File: src/rtl/vec4alu_pkg.sv
// ============================================================================
// vec4alu_pkg: shared types and constants of the four-component vector ALU
// Operation codes, port packing offsets, lane and sideband structs, and the
// saturation helper used by the lanes and the merge logic.
// ============================================================================
package vec4alu_pkg;

    localparam int KIND_W      = 4;
    localparam int WORD_W      = 32;
    localparam int IN_TDATA_W  = 9 * WORD_W;
    localparam int OUT_TDATA_W = 168;
    localparam int OUT_EQ_BIT  = 5 * WORD_W;
    localparam int OUT_DZ_BIT  = 5 * WORD_W + 1;
    localparam int SQRT_STAGES = 32;
    localparam int ROOT_W      = 33;
    localparam int DEN_W       = 33;

    localparam logic [KIND_W-1:0] KIND_ADD   = 4'd0;
    localparam logic [KIND_W-1:0] KIND_SUB   = 4'd1;
    localparam logic [KIND_W-1:0] KIND_MUL   = 4'd2;
    localparam logic [KIND_W-1:0] KIND_DIV   = 4'd3;
    localparam logic [KIND_W-1:0] KIND_SCALE = 4'd4;
    localparam logic [KIND_W-1:0] KIND_SDIV  = 4'd5;
    localparam logic [KIND_W-1:0] KIND_NEG   = 4'd6;
    localparam logic [KIND_W-1:0] KIND_DOT   = 4'd7;
    localparam logic [KIND_W-1:0] KIND_MAGSQ = 4'd8;
    localparam logic [KIND_W-1:0] KIND_MAG   = 4'd9;
    localparam logic [KIND_W-1:0] KIND_NORM  = 4'd10;
    localparam logic [KIND_W-1:0] KIND_EQ    = 4'd11;

    localparam logic signed [31:0] SAT_MAX = 32'sh7fff_ffff;
    localparam logic signed [31:0] SAT_MIN = 32'sh8000_0000;

    // Quotient sign and special-case flags of one lane
    typedef struct packed {
        logic a_neg;
        logic q_neg;
        logic a_zero;
        logic dsr_zero;
    } divflag_t;

    // Divider operands of one lane (magnitudes)
    typedef struct packed {
        logic [31:0] dvd;
        logic [31:0] dsr;
        divflag_t    flag;
    } divop_t;

    // First-stage result of one lane
    typedef struct packed {
        logic signed [63:0] prod;
        logic signed [31:0] simple;
        logic               same;
        divop_t             op;
    } lane_t;

    // Sideband carried alongside the square-root chain
    typedef struct packed {
        logic [KIND_W-1:0] kind;
        logic              eq;
        logic [3:0][31:0]  r_vec;
        logic [31:0]       rs;
        divop_t [3:0]      op;
    } side1_t;

    // Sideband carried alongside the divider chain
    typedef struct packed {
        logic [KIND_W-1:0] kind;
        logic              eq;
        logic [3:0][31:0]  r_vec;
        logic [31:0]       rs;
        divflag_t [3:0]    flag;
    } side2_t;

    // Clamp a wide signed value to the 32-bit range
    function automatic logic signed [31:0] sat_wide(input logic signed [65:0] v);
        if (v > 66'sd2147483647) begin
            return SAT_MAX;
        end else if (v < -66'sd2147483648) begin
            return SAT_MIN;
        end else begin
            return v[31:0];
        end
    endfunction

endpackage

File: src/rtl/vec4alu_lane.sv
// ============================================================================
// vec4alu_lane: per-component front end
// Registers the component product, the saturated add/sub/negate result and the
// divider operands of one vector component.
// ============================================================================
module vec4alu_lane (
    input  logic                             aclk,
    input  logic                             en,
    input  logic [vec4alu_pkg::KIND_W-1:0]   kind,
    input  logic signed [31:0]               a,
    input  logic signed [31:0]               b,
    input  logic signed [31:0]               s,
    output vec4alu_pkg::lane_t               lane_q
);
    import vec4alu_pkg::*;

    logic signed [31:0] op2;
    logic signed [31:0] dsrc;
    logic signed [32:0] sum;
    logic signed [32:0] diff;
    logic signed [32:0] negv;
    lane_t              lane_next;
    lane_t              lane_reg;

    // Select multiplier and divisor operands, form the simple results
    always_comb begin
        if (kind inside {KIND_MUL, KIND_DOT}) begin
            op2 = b;
        end else if (kind == KIND_SCALE) begin
            op2 = s;
        end else begin
            op2 = a;
        end
        dsrc = (kind == KIND_SDIV) ? s : b;
        sum  = 33'(a) + 33'(b);
        diff = 33'(a) - 33'(b);
        negv = -33'(a);

        lane_next.prod = 64'(a) * 64'(op2);
        case (kind)
            KIND_ADD: lane_next.simple = sat_wide(66'(sum));
            KIND_SUB: lane_next.simple = sat_wide(66'(diff));
            KIND_NEG: lane_next.simple = sat_wide(66'(negv));
            default:  lane_next.simple = '0;
        endcase
        lane_next.same              = (a == b);
        lane_next.op.dvd            = a[31] ? -a : a;
        lane_next.op.dsr            = dsrc[31] ? -dsrc : dsrc;
        lane_next.op.flag.a_neg     = a[31];
        lane_next.op.flag.q_neg     = (kind == KIND_NORM) ? a[31] : (a[31] ^ dsrc[31]);
        lane_next.op.flag.a_zero    = (a == 32'sd0);
        lane_next.op.flag.dsr_zero  = (dsrc == 32'sd0);
    end

    // Advance with the pipeline
    always_ff @(posedge aclk) begin
        if (en) begin
            lane_reg <= lane_next;
        end
    end

    assign lane_q = lane_reg;

endmodule

File: config.mk
export PLATFORM = sky130hd
export DESIGN_NAME = vec4alu_lane
export DESIGN_NICKNAME = d
export VERILOG_FILES = /design/src/rtl/vec4alu_pkg.sv /design/src/rtl/vec4alu_lane.sv
export SDC_FILE = /design/constraint.sdc
export NUM_CORES = 2
export LEC_CHECK = 0
export CORE_MARGIN = 5
export CORE_UTILIZATION = 40
export DETAILED_ROUTE_END_ITERATION = 12
export DONT_BUFFER_PORTS = 1
export SLEW_MARGIN = 20
export SYNTH_ARGS = -nofsm -noshare
export SYNTH_HDL_FRONTEND = slang
export SYNTH_SLANG_ARGS = --single-unit
File: constraint.sdc
create_clock -name aclk -period 27.3 [get_ports aclk]
set_input_delay 5.46 -clock aclk [delete_from_list [all_inputs] [get_ports aclk]]
set_output_delay 5.46 -clock aclk [all_outputs]
set_load 0.02 [all_outputs]
---- Yosys cells after proc, flatten, opt, wreduce, memory -nomap -nowiden ----
Index checks and enable logic that the tools add are counted.
Widths: inputs -> output; s select.
word-level totals
  output and inout bits ................... 165
  flip-flop bits (word level) ............. 165
cells by class
  muxes and demuxes ....................... 13
  reduce and logical (&&, ||, !) cells .... 4
  equal/unequal tests ..................... 8
  $add $sub $neg .......................... 5
  $mul .................................... 1
  magnitude comparators ................... 6
  bitwise logic cells ..................... 1
operators by type and width
  operator              number
  $mux 32               9
  $gt 33x32->1 const B  3
  $lt 33x32->1 const B  3
  $pmux 32 s3           1
  $logic_not 32->1      2
  $mul 32x32->64        1
  $neg 32->32           2
  $mux 31               2
  $add 32x32->33        1
  $neg 32->33           1
  $sub 32x32->33        1
  $eq 32x32->1          1
  $eq 4x3->1 const B    4
  $eq 4x1->1 const B    1
  $eq 4x2->1 const B    1
  $eq 4x4->1 const B    1
  $logic_not 4->1       1
  $reduce_bool 2->1     1
  $mux 1                1
  $xor 1x1->1           1

---- Logic depth before layout (Yosys ltp) ----
  depth in word-level cells ............... 5
  depth in mapped cells ................... 37

---- Least setup slack after synthesis ----
No wires, ideal clock.
  path type ............................... input to register
  start ................................... in kind[0] in the netlist's numbering
  end ..................................... reg lane_reg, in the netlist lane_q[160], data pin
  arrival ................................. 14.525 ns
  setup slack ............................. 12.510 ns
  stages on the path ...................... 31
  library setup time ...................... 0.265 ns
  cells stage by stage .................... clkbuf_1 -> xor2_1 -> nor3b_1 -> clkbuf_1 -> clkbuf_1 -> nand2_1 -> o21ai_1 -> clkbuf_1 -> nand2_1 -> inv_1 -> fa_1 -> fa_1 -> fa_1 -> fa_1 -> inv_1 -> fa_1 -> inv_1 -> fa_1 -> fa_1 -> fa_1 -> ha_1 -> a21o_1 -> a211o_1 -> nor2b_1 -> nor3b_1 -> o311ai_1 -> a21oi_1 -> nor2_1 -> nor4_1 -> o21bai_1 -> xor2_1
RTL lines
  item                  line                text
  from (decl)           vec4alu_lane.sv:9   input logic [vec4alu_pkg::KIND_W-1:0] kind,
  to (signal assigned)  vec4alu_lane.sv:58  lane_reg <= lane_next;
  to (decl)             vec4alu_lane.sv:23  lane_t lane_reg;

==> metrics <==
Starting Density 0.401; Resize count post-CTS 0; Layout area overhead 4.18%; most numerous cell on the critical path fa_1; Max-slew headroom 0.243; Post-route DRC 0; sequential share of the synthesized area 0.102; fin. max-slew vios 0; largest cells by area after synthesis fa_1 (45%), edfxtp_1 (10%), inv_1 (7.9%); # rows between 100 and 150; CP Launch Type input port; first-pass GRT wire length between 200000 and 250000 um; pin count of the biggest net entering global routing approximately 170; Min-Delay Startpoint a[31]; Worst Hold Class input port to register; Worst EP arrival 15.86 ns; mapped cell area a little under 50000 um2; critical path class input port to register; CTS max path bufs 2; CP Capture Type register; initial antenna violation count 5; chip width roughly 360 um; CTS Root Cell clkbuf_16; WL final 158000 um; via count approximately 36000; crit share post-route 0.570; Top FF cell, synth edfxtp_1; CP Max Fanout 46; final setup fails 0; Synth Register Bits 165; Yosys top cell by area fa_1; Post-CTS Setup Inserts 0; number of port buffers 0; Post-synth ARST share 0; Critical Path RT roughly 28 ns; 1st-iter DRT viols a little over 3000; RSZ-0062 raised after global routing no; Unique masters post-synth just under 90; number of max-cap violations 0; hold endpoint lane_q[3]; core region area 121000 um2; vias in the first global route about 38000; max reg flops about 170; Hold Path Cell Cnt 0; hpwl dp 119000 um; Worst Max-Slew Pin Slew approximately 1.1 ns; Crit path largest cell delay 0.86 ns; Syn Area/Cell roughly 9.2 um2; Fmax 64.3 MHz; Die Ht 359 um; via/cell ratio ~5.5; Post-synth EDFFs about 170; outcome complete, no violations; final-report hold violation count 0; Syn Inst Count ~5300; H-tree depth 4; CTS Hold Bufs 0; Ys Warns 0; top-area cell type share of the netlist area 0.445; 1st-pass router iterations 6; CP max stage cell fa_1; Tot GR Track Use 0.248; Tmin final 15.55 ns; share of cells above drive strength 1 0.0293; GPL Wtd Cong ~0.97; WL/cell 23.7 um; die area 129000 um2; setup tns final 0 ns; Syn Nets around 6700; Layout Nets 6448; filler instances roughly 12000; # IOs approximately 270; CTS sink count 165; post-route ant nets 0; TritonCTS clock tree yes; gr ovfl total 0; clock-pin slew on the worst setup and hold paths approximately 0.09 ns; total CTS buffers 17
## per-layer routing
metal	routed length, um	vias up	GRT usage
met2	75000	1577	0.403
met1	62500	18900	0.323
met5	0	-	0
met4	7400	0	0.104
li1	-	15500	-
met3	12800	341	0.0542
## metrics by stage
stage               instances  hold slack [ns]  setup WS, ns   util  instance area, um2
CTS                      6648             4.94         11.51  0.418               50700
floorplan                5278             5.56         12.51      -               48700
finish                   6653             4.99         11.75  0.418               50700
global route             6649             4.96         11.20  0.418               50700
global placement         6616             5.56         11.14  0.413               50100
detailed placement       6616             5.56         10.94  0.413               50100
## cells in the mapped netlist, types with 10 or more instances
cell type and number:
nand4_1 22, mux2i_1 35, nor2_1 206, o21ai_1 19, clkbuf_1 297, nor2b_1 16, o21bai_1 28, nor3_1 59
and2_1 513, o21ai_0 133, a21o_1 64, xor2_1 56, a211oi_1 10, o31ai_1 18, o211ai_1 40, nand2b_1 21
a31oi_1 30, or3_1 17, inv_1 1028, o21a_1 11, fa_1 1084, nand3_1 26, ha_1 251, buf_1 10
xnor2_1 147, nor4_1 16, edfxtp_1 165, buf_2 13, a21oi_1 179, nand2_1 617
## worst max path at each step
| stage | start | to | depth (start not counted) |
|---|---|---|---|
| global placement | kind[0] | lane_q[163] | 30 |
| detailed placement | kind[0] | lane_q[163] | 30 |
| CTS | kind[0] | lane_q[163] | 30 |
| floorplan | kind[0] | lane_q[160] | 31 |
| global route | kind[0] | lane_q[163] | 31 |
| finish | kind[0] | lane_q[163] | 31 |
## cell families after synthesis
kind of cell / share of synthesized area
AO/OA/AOI/OAI: 0.0785
XOR/XNOR: 0.0365
adder cells (fa/ha/maj): 0.510
buffers and inverters: 0.105
flip-flops: 0.102
multiplexers: 0.00812
AND/OR/NAND/NOR: 0.161
## cells in the final DEF (no fill, tap or decap), types with 17 or more instances in the layout
| master | instances |
|---|---|
| a21o_1 | 64 |
| a21oi_1 | 178 |
| a31oi_1 | 29 |
| and2_1 | 513 |
| buf_4 | 35 |
| clkbuf_16 | 17 |
| edfxtp_1 | 165 |
| fa_1 | 1084 |
| ha_1 | 251 |
| inv_1 | 1028 |
| mux2i_1 | 35 |
| nand2_1 | 617 |
| nand2b_1 | 21 |
| nand3_1 | 26 |
| nand4_1 | 22 |
| nor2_1 | 206 |
| nor3_1 | 58 |
| o211ai_1 | 40 |
| o21ai_0 | 110 |
| o21ai_4 | 23 |
| o21bai_1 | 28 |
| o31ai_1 | 18 |
| or3_1 | 17 |
| xnor2_1 | 147 |
| xor2_1 | 56 |
## worst max-delay path, delay by kind of cell
family / cells / cell delay (ns)
adder cells (fa/ha/maj): 9 / 4.95
AND/OR/NAND/NOR: 6 / 1.34
buffers and inverters: 8 / 2.17
XOR/XNOR: 2 / 0.28
AO/OA/AOI/OAI: 6 / 1.57
## cell type report
cell class / instances / area (um2) / share of cell area
repair buffers: 36 / 290 / 0.00572
diodes: 4 / 10.0 / 0.000197
clock inverters: 14 / 155 / 0.00306
clock buffers: 18 / 429 / 0.00846
multi-input cells: 3762 / 39000 / 0.769
flip-flops and latches: 165 / 4950 / 0.0976
inverters: 1029 / 3860 / 0.0761
well taps: 1625 / 2030 / 0.0401
Power is not shown: default switching activity piles up to over one toggle a cycle in this logic, so the estimate is an artifact.
