--- src/rtl/vec4alu_pkg.sv ---
// ============================================================================
// vec4alu_pkg: shared types and constants of the four-component vector ALU
// Operation codes, port packing offsets, lane and sideband structs, and the
// saturation helper used by the lanes and the merge logic.
// ============================================================================
package vec4alu_pkg;

    localparam int KIND_W      = 4;
    localparam int WORD_W      = 32;
    localparam int IN_TDATA_W  = 9 * WORD_W;
    localparam int OUT_TDATA_W = 168;
    localparam int OUT_EQ_BIT  = 5 * WORD_W;
    localparam int OUT_DZ_BIT  = 5 * WORD_W + 1;
    localparam int SQRT_STAGES = 32;
    localparam int ROOT_W      = 33;
    localparam int DEN_W       = 33;

    localparam logic [KIND_W-1:0] KIND_ADD   = 4'd0;
    localparam logic [KIND_W-1:0] KIND_SUB   = 4'd1;
    localparam logic [KIND_W-1:0] KIND_MUL   = 4'd2;
    localparam logic [KIND_W-1:0] KIND_DIV   = 4'd3;
    localparam logic [KIND_W-1:0] KIND_SCALE = 4'd4;
    localparam logic [KIND_W-1:0] KIND_SDIV  = 4'd5;
    localparam logic [KIND_W-1:0] KIND_NEG   = 4'd6;
    localparam logic [KIND_W-1:0] KIND_DOT   = 4'd7;
    localparam logic [KIND_W-1:0] KIND_MAGSQ = 4'd8;
    localparam logic [KIND_W-1:0] KIND_MAG   = 4'd9;
    localparam logic [KIND_W-1:0] KIND_NORM  = 4'd10;
    localparam logic [KIND_W-1:0] KIND_EQ    = 4'd11;

    localparam logic signed [31:0] SAT_MAX = 32'sh7fff_ffff;
    localparam logic signed [31:0] SAT_MIN = 32'sh8000_0000;

    // Quotient sign and special-case flags of one lane
    typedef struct packed {
        logic a_neg;
        logic q_neg;
        logic a_zero;
        logic dsr_zero;
    } divflag_t;

    // Divider operands of one lane (magnitudes)
    typedef struct packed {
        logic [31:0] dvd;
        logic [31:0] dsr;
        divflag_t    flag;
    } divop_t;

    // First-stage result of one lane
    typedef struct packed {
        logic signed [63:0] prod;
        logic signed [31:0] simple;
        logic               same;
        divop_t             op;
    } lane_t;

    // Sideband carried alongside the square-root chain
    typedef struct packed {
        logic [KIND_W-1:0] kind;
        logic              eq;
        logic [3:0][31:0]  r_vec;
        logic [31:0]       rs;
        divop_t [3:0]      op;
    } side1_t;

    // Sideband carried alongside the divider chain
    typedef struct packed {
        logic [KIND_W-1:0] kind;
        logic              eq;
        logic [3:0][31:0]  r_vec;
        logic [31:0]       rs;
        divflag_t [3:0]    flag;
    } side2_t;

    // Clamp a wide signed value to the 32-bit range
    function automatic logic signed [31:0] sat_wide(input logic signed [65:0] v);
        if (v > 66'sd2147483647) begin
            return SAT_MAX;
        end else if (v < -66'sd2147483648) begin
            return SAT_MIN;
        end else begin
            return v[31:0];
        end
    endfunction

endpackage

--- src/rtl/vec4alu_sqrt.sv ---
// ============================================================================
// vec4alu_sqrt: pipelined integer square root
// One result bit per stage over a 64-bit radicand; a radicand of 2^64 or more
// gives 2^32.
// ============================================================================
module vec4alu_sqrt (
    input  logic                            aclk,
    input  logic                            en,
    input  logic [63:0]                     rad,
    input  logic                            big,
    output logic [vec4alu_pkg::ROOT_W-1:0]  root
);
    import vec4alu_pkg::*;

    localparam int REM_W = 35;

    logic [REM_W-1:0] rem_reg  [1:SQRT_STAGES];
    logic [31:0]      root_reg [1:SQRT_STAGES];
    logic [63:0]      rad_reg  [1:SQRT_STAGES];
    logic             big_reg  [1:SQRT_STAGES];

    for (genvar k = 0; k < SQRT_STAGES; k++) begin : g_stage
        logic [REM_W-1:0] rem_in;
        logic [31:0]      root_in;
        logic [63:0]      rad_in;
        logic             big_in;
        logic [REM_W-1:0] rem_sh;
        logic [REM_W-1:0] trial;
        logic [REM_W-1:0] rem_next;
        logic [31:0]      root_next;

        if (k == 0) begin : g_first
            assign rem_in  = '0;
            assign root_in = '0;
            assign rad_in  = rad;
            assign big_in  = big;
        end else begin : g_rest
            assign rem_in  = rem_reg[k];
            assign root_in = root_reg[k];
            assign rad_in  = rad_reg[k];
            assign big_in  = big_reg[k];
        end

        // Bring in two radicand bits and try the next root bit
        always_comb begin
            rem_sh = {rem_in[REM_W-3:0], rad_in[63:62]};
            trial  = REM_W'({root_in, 2'b01});
            if (rem_sh >= trial) begin
                rem_next  = rem_sh - trial;
                root_next = {root_in[30:0], 1'b1};
            end else begin
                rem_next  = rem_sh;
                root_next = {root_in[30:0], 1'b0};
            end
        end

        always_ff @(posedge aclk) begin
            if (en) begin
                rem_reg[k+1]  <= rem_next;
                root_reg[k+1] <= root_next;
                rad_reg[k+1]  <= {rad_in[61:0], 2'b00};
                big_reg[k+1]  <= big_in;
            end
        end
    end

    assign root = big_reg[SQRT_STAGES] ? {1'b1, 32'h0}
                                       : {1'b0, root_reg[SQRT_STAGES]};

endmodule

--- config.mk ---
export PLATFORM = sky130hd
export DESIGN_NAME = vec4alu_sqrt
export DESIGN_NICKNAME = d
export VERILOG_FILES = /design/src/rtl/vec4alu_pkg.sv /design/src/rtl/vec4alu_sqrt.sv
export SDC_FILE = /design/constraint.sdc
export NUM_CORES = 2
export LEC_CHECK = 0
export BUFFER_PORTS_ARGS = -buffer_cell sky130_fd_sc_hd__buf_2
export CAP_MARGIN = 30
export CORE_UTILIZATION = 30
export CTS_CLUSTER_DIAMETER = 50
export DETAILED_ROUTE_END_ITERATION = 8
export SETUP_SLACK_MARGIN = 0.5
export SLEW_MARGIN = 20
export SYNTH_ARGS = -nofsm -noshare
export SYNTH_HDL_FRONTEND = slang
export SYNTH_MEMORY_MAX_BITS = 65536
export SYNTH_SLANG_ARGS = --single-unit
--- constraint.sdc ---
create_clock -name aclk -period 6.07 [get_ports aclk]
set_input_delay 0.3035 -clock aclk [delete_from_list [all_inputs] [get_ports aclk]]
set_output_delay 0.3035 -clock aclk [all_outputs]
set_load 0.02 [all_outputs]
Word-level counts from Yosys, hierarchy flattened

Memory sizes are Yosys's and may differ from the RTL's.
Index checks and enable logic that the tools add are counted.

$add $sub $neg: 32
$lt $le $gt $ge: 32
Mux-type cells: 67

Operators with widths:

| kind                                                                                 | number |
|---|---|
| 35-bit 2-to-1 mux                                                                    | 32 |
| 35-bit by 34-bit greater-or-equal comparator with 1-bit output                       | 31 |
| 35-bit by 34-bit subtractor with 35-bit output                                       | 31 |
| 1-bit 2-to-1 mux                                                                     | 34 |
| 33-bit 2-to-1 mux                                                                    | 1 |
| 2-bit by 1-bit subtractor with 3-bit output (second input constant)                  | 1 |
| 2-bit by 1-bit greater-or-equal comparator with 1-bit output (second input constant) | 1 |

Flip-flop bits (word level): 0
RAM bits: 4160
Bits of input ports: 67
Output and inout port bits: 33
Memories kept: 4

Memories:

| name     | words | width | rd ports | clocked after Yosys merged registers in | wr ports | line               | text |
|---|---|---|---|---|---|---|---|
| rad_reg  | 32    | 62    | 31       | 0                                       | 32       | vec4alu_sqrt.sv:19 | `logic [63:0] rad_reg [1:SQRT_STAGES];` |
| rem_reg  | 32    | 35    | 31       | 0                                       | 32       | vec4alu_sqrt.sv:17 | `logic [REM_W-1:0] rem_reg [1:SQRT_STAGES];` |
| root_reg | 32    | 32    | 32       | 0                                       | 32       | vec4alu_sqrt.sv:18 | `logic [31:0] root_reg [1:SQRT_STAGES];` |
| big_reg  | 32    | 1     | 32       | 0                                       | 32       | vec4alu_sqrt.sv:20 | `logic big_reg [1:SQRT_STAGES];` |

Longest topological paths before layout

An unclocked memory read counts as a cell.

Depth after elaboration: 3
Gate-level depth with buffers: 15
Gate-level depth less buffers: 13

Least setup slack after synthesis

Ideal clock, no wire load.

Kind: reg-to-reg
Start point: reg, netlist name rem_reg[0][773]
End point: reg, netlist name rem_reg[0][806]
Setup time: 0.267 ns
Arrival time: 3.466 ns
Required time: 5.803 ns
Setup slack: 2.337 ns
Stages on the path, launching flop included: 12
Path through: edfxtp_1 ha_1 and2_1 or2_2 a2111o_1 o211a_1 o31ai_1 o21ai_0 a211oi_1 clkbuf_1 clkbuf_1 o21ai_0

==> flow_results.org <==
** Power
- Maximum ir drop on the vdd rail :: 0.2992 mV
- Static power due to leakage :: 51.40 nW
- Dividing total power by cell area gives a power density of 389.8 mW/mm^2.
- The design draws 53.18 mW.

** Floorplanning
- For this configuration, the core starts out at a cell density of 30.12%.
- Number of placed I/O pins :: 100
- Die Footprint :: 0.3928 mm^2
- Area of the placeable core :: 0.3888 mm^2
- Width of the chip :: 626.8 um
- The initialized floorplan defines 229 standard-cell rows.
- Measured along the y axis, the die boundary spans 626.8 um.

** Clock tree
- Post-CTS Setup Bufs :: 0
- TritonCTS sink count :: 2526
- After clock tree synthesis, the clock-pin slew on the worst setup and hold paths is 0.06 ns.
- No sink is reached through more buffers than the 4 on the longest clock path.
- Clk root buf :: sky130_fd_sc_hd__clkbuf_16
- TritonCTS clock tree :: yes
- CTS H-tree depth :: 5
- The later pin in the worst-skew pair is clocked with a latency of 0.91 ns.
- Total CTS buffers :: 342

** Final layout
- Growth of design area from synthesis to finish :: 16.52%
- Max reg flops :: 992
- NumNets Final :: 10090
- Post-layout util :: 35.09%
- The post-route netlist has 9.053% of its cells at a drive strength greater than 1.
- Final-layout fill cell count :: 37680

** Placement
- Detailed placement finished with a half-perimeter wire length of 164500 um.
- Number of I/O port buffers :: 99
- Routability-driven placement finished with a final weighted congestion of 0.8621.

** Yosys
- Number of synthesized register bits :: 2526
- The synthesized design contains 2526 enable-type register cells.
- Nets in the synthesized netlist :: 9661
- Synthesized area divided by synthesized cell count :: 12.96 um^2
- Yosys mapped the design onto 86 distinct sky130hd cell types.
- Number of warnings reported in the yosys synthesis log :: 0
- Share of flip-flops with an asynchronous set or reset after synthesis :: 0%
- Of the synthesized area, sequential elements account for 64.78%.
- Syn Std Cell Area :: 0.1171 mm^2
- Predominant post-synthesis flop cell :: sky130_fd_sc_hd__edfxtp_1
- In the synthesized netlist, the number of instances is 9033.

** GRT
- For this run the aggregate overflow at the end of global routing stands at 0.
- The number of antenna violations at the first check in global routing was 1.
- For this run, the total global-route usage over all layers was measured as 11.53%.
- Wire length of the first global-routing pass :: 367400 um
- The via count of the first global-routing pass is 68180.
- Largest net degree at the start of global routing :: 177

** Timing
- Max Slew Vio Count :: 0
- Total of endpoints with negative setup slack in the final report :: 0
- For the pin with the worst max-slew slack, the measured transition is 1.036 ns.
- Final clock period utilization by the worst path :: 75.22%
- The number of hold violations in the final report came to 0.
- Clock Skews :: 0.06639 ns
- Final Hold Slack :: 0.09832 ns
- Static timing analysis puts the maximum clock frequency at 219.0 MHz.
- Setup repair after global routing left no endpoint under its margin.
- Measured against its own limit, the worst slew margin works out to 30.92%.
- After layout, the minimum clock period comes to 4.566 ns.
- After routing, the total negative slack on setup checks comes to 0 ns.

** Hold path
- In this run the worst hold path is classified as in -> reg.

** Routing
- Violation count after the first detailed-route iteration :: 4449
- Average via count per standard cell :: 4.621
- Post-DRT Antenna Nets :: 0
- Routed WL per cell :: 15.61 um
- Drc violations :: 17
- Wires add up to 233100 um.
- Number of detailed-routing iterations run before antenna repair :: 9
- The routed layout has 68990 vias.

** Run
- Across the run, the number of max-cap violations was 0.

** Critical path
- The worst register-to-register path has a setup slack of 1.50 ns.
- Classification of the worst setup path :: reg -> reg
- Largest fanout on the critical path :: 31
- The worst setup path is launched from a flop.
- At the worst endpoint, the arrival time is 5.16 ns.
- Category of the worst setup path capture point :: flop
- Data required time at the worst endpoint :: 6.67 ns

** Outcome
- The final reports fail on design-rule violations.
- Outcome :: finished with violations
## kinds of logic (layout without fill, tap and decap cells)
family,after synthesis,count (layout),synth area share [%]
other cells,1,2,0.003202
compound gates,1782,1782,9.352
mux,98,98,0.9210
xor+xnor,786,786,5.879
buf+inv,879,1578,2.824
flops,2526,2526,64.78
simple gates,2400,2400,10.25
fa+ha+maj,561,561,5.994
## timing repair
| item | 4_1_cts | 5_1_grt |
|---|---|---|
| hold endpoints to repair | 111 | 0 |
| hold buffers | 82 | 0 |
| gates resized for setup | 0 | 0 |
## worst paths after layout
path | start | to | cells after the start
worst max register to register | rem_reg[0][773] | rem_reg[0][837] | 11
worst min-delay path | rad[57] | rad_reg[0][119] | 2
worst max-delay path | rem_reg[0][773] | rem_reg[0][837] | 11
worst min register to register | big_reg[0][2] | big_reg[0][3] | 0
## power breakdown
part	leakage [nW]	switching [mW]	total (mW)	internal, mW
Clock	5.44	7.75	19.7	12.0
Sequential	24.3	1.41	23.5	22.1
Combinational	21.6	5.72	9.99	4.27
## cell type report
class / count / area [um^2] / share of cell area (%)
Inverter: 705 / 2646 / 1.939
Clock inverter: 231 / 2531 / 1.855
Multi-Input combinational cell: 5628 / 38050 / 27.89
Sequential cell: 2526 / 75850 / 55.59
Clock buffer: 386 / 8766 / 6.424
Antenna cell: 1 / 2.502 / 0.001834
Tap cell: 5197 / 6502 / 4.765
Timing Repair Buffer: 256 / 2097 / 1.537
## metal layers
layer / part of all wire, % / up-vias / track usage, % / routed length, um
met1: 42 / 33050 / 13.69 / 98540
met5: 0 / - / 0 / 0
met4: 3.6 / 0 / 4.358 / 8395
li1: - / 34300 / - / -
met2: 50 / 1164 / 20.81 / 117200
met3: 3.9 / 477 / 1.835 / 8976
## critical path, cell delays in order (launching register included)
cell and delay (ns):
sky130_fd_sc_hd__edfxtp_1 0.41, sky130_fd_sc_hd__ha_1 0.38, sky130_fd_sc_hd__and2_1 0.17, sky130_fd_sc_hd__or2_2 0.28
sky130_fd_sc_hd__a2111o_1 0.42, sky130_fd_sc_hd__o211a_1 0.25, sky130_fd_sc_hd__o31ai_1 0.45, sky130_fd_sc_hd__o21ai_0 0.36
sky130_fd_sc_hd__a211oi_4 0.83, sky130_fd_sc_hd__buf_4 0.42, sky130_fd_sc_hd__nor2_1 0.06, sky130_fd_sc_hd__mux2_2 0.26
## per-stage QoR
step / instance area [um^2] / cells / setup WS, ns
CTS: 136400 / 14930 / 1.410
global route: 136500 / 14930 / 1.158
detailed placement: 124300 / 14230 / 1.466
floorplan: 117100 / 9033 / 2.337
finish: 136500 / 14930 / 1.504
global placement: 124200 / 14220 / 1.489
## cell usage after synthesis (118+ instances only)
master | instances | area share [%]
sky130_fd_sc_hd__a21oi_1 | 544 | 2.3
sky130_fd_sc_hd__nand3_1 | 148 | 0.63
sky130_fd_sc_hd__xnor2_1 | 390 | 2.9
sky130_fd_sc_hd__nor2_1 | 565 | 1.8
sky130_fd_sc_hd__o21ai_0 | 485 | 2.1
sky130_fd_sc_hd__nand2_1 | 608 | 1.9
sky130_fd_sc_hd__inv_1 | 699 | 2.2
sky130_fd_sc_hd__nor2b_1 | 118 | 0.63
sky130_fd_sc_hd__nor3_1 | 228 | 0.97
sky130_fd_sc_hd__a21o_1 | 242 | 1.6
sky130_fd_sc_hd__clkbuf_1 | 155 | 0.50
sky130_fd_sc_hd__edfxtp_1 | 2526 | 65
sky130_fd_sc_hd__nor4_1 | 119 | 0.64
sky130_fd_sc_hd__xor2_1 | 396 | 3.0
sky130_fd_sc_hd__ha_1 | 561 | 6.0
## layout by cell type (no fill, tap or decap), types with 56 or more instances in the layout
cell / synthesis / routed
sky130_fd_sc_hd__clkbuf_16: 0 / 344
sky130_fd_sc_hd__xnor2_1: 390 / 390
sky130_fd_sc_hd__or4_1: 61 / 61
sky130_fd_sc_hd__buf_2: 3 / 99
sky130_fd_sc_hd__inv_1: 699 / 699
sky130_fd_sc_hd__nor2_1: 565 / 565
sky130_fd_sc_hd__or3_1: 100 / 100
sky130_fd_sc_hd__buf_4: 1 / 56
sky130_fd_sc_hd__mux2_2: 78 / 78
sky130_fd_sc_hd__nand4_1: 85 / 85
sky130_fd_sc_hd__o21ai_0: 485 / 483
sky130_fd_sc_hd__o31ai_1: 66 / 65
sky130_fd_sc_hd__ha_1: 561 / 561
sky130_fd_sc_hd__edfxtp_1: 2526 / 2526
sky130_fd_sc_hd__xor2_1: 396 / 396
sky130_fd_sc_hd__nor4_1: 119 / 118
sky130_fd_sc_hd__nand2b_1: 113 / 112
sky130_fd_sc_hd__nand3_1: 148 / 148
sky130_fd_sc_hd__dlygate4sd3_1: 0 / 82
sky130_fd_sc_hd__nand2_1: 608 / 608
sky130_fd_sc_hd__nor3_1: 228 / 226
sky130_fd_sc_hd__o21a_1: 111 / 111
sky130_fd_sc_hd__nor2b_1: 118 / 118
sky130_fd_sc_hd__a21o_1: 242 / 242
sky130_fd_sc_hd__or2_2: 56 / 56
sky130_fd_sc_hd__a21oi_1: 544 / 543
Power figures use the tool's default switching activity.
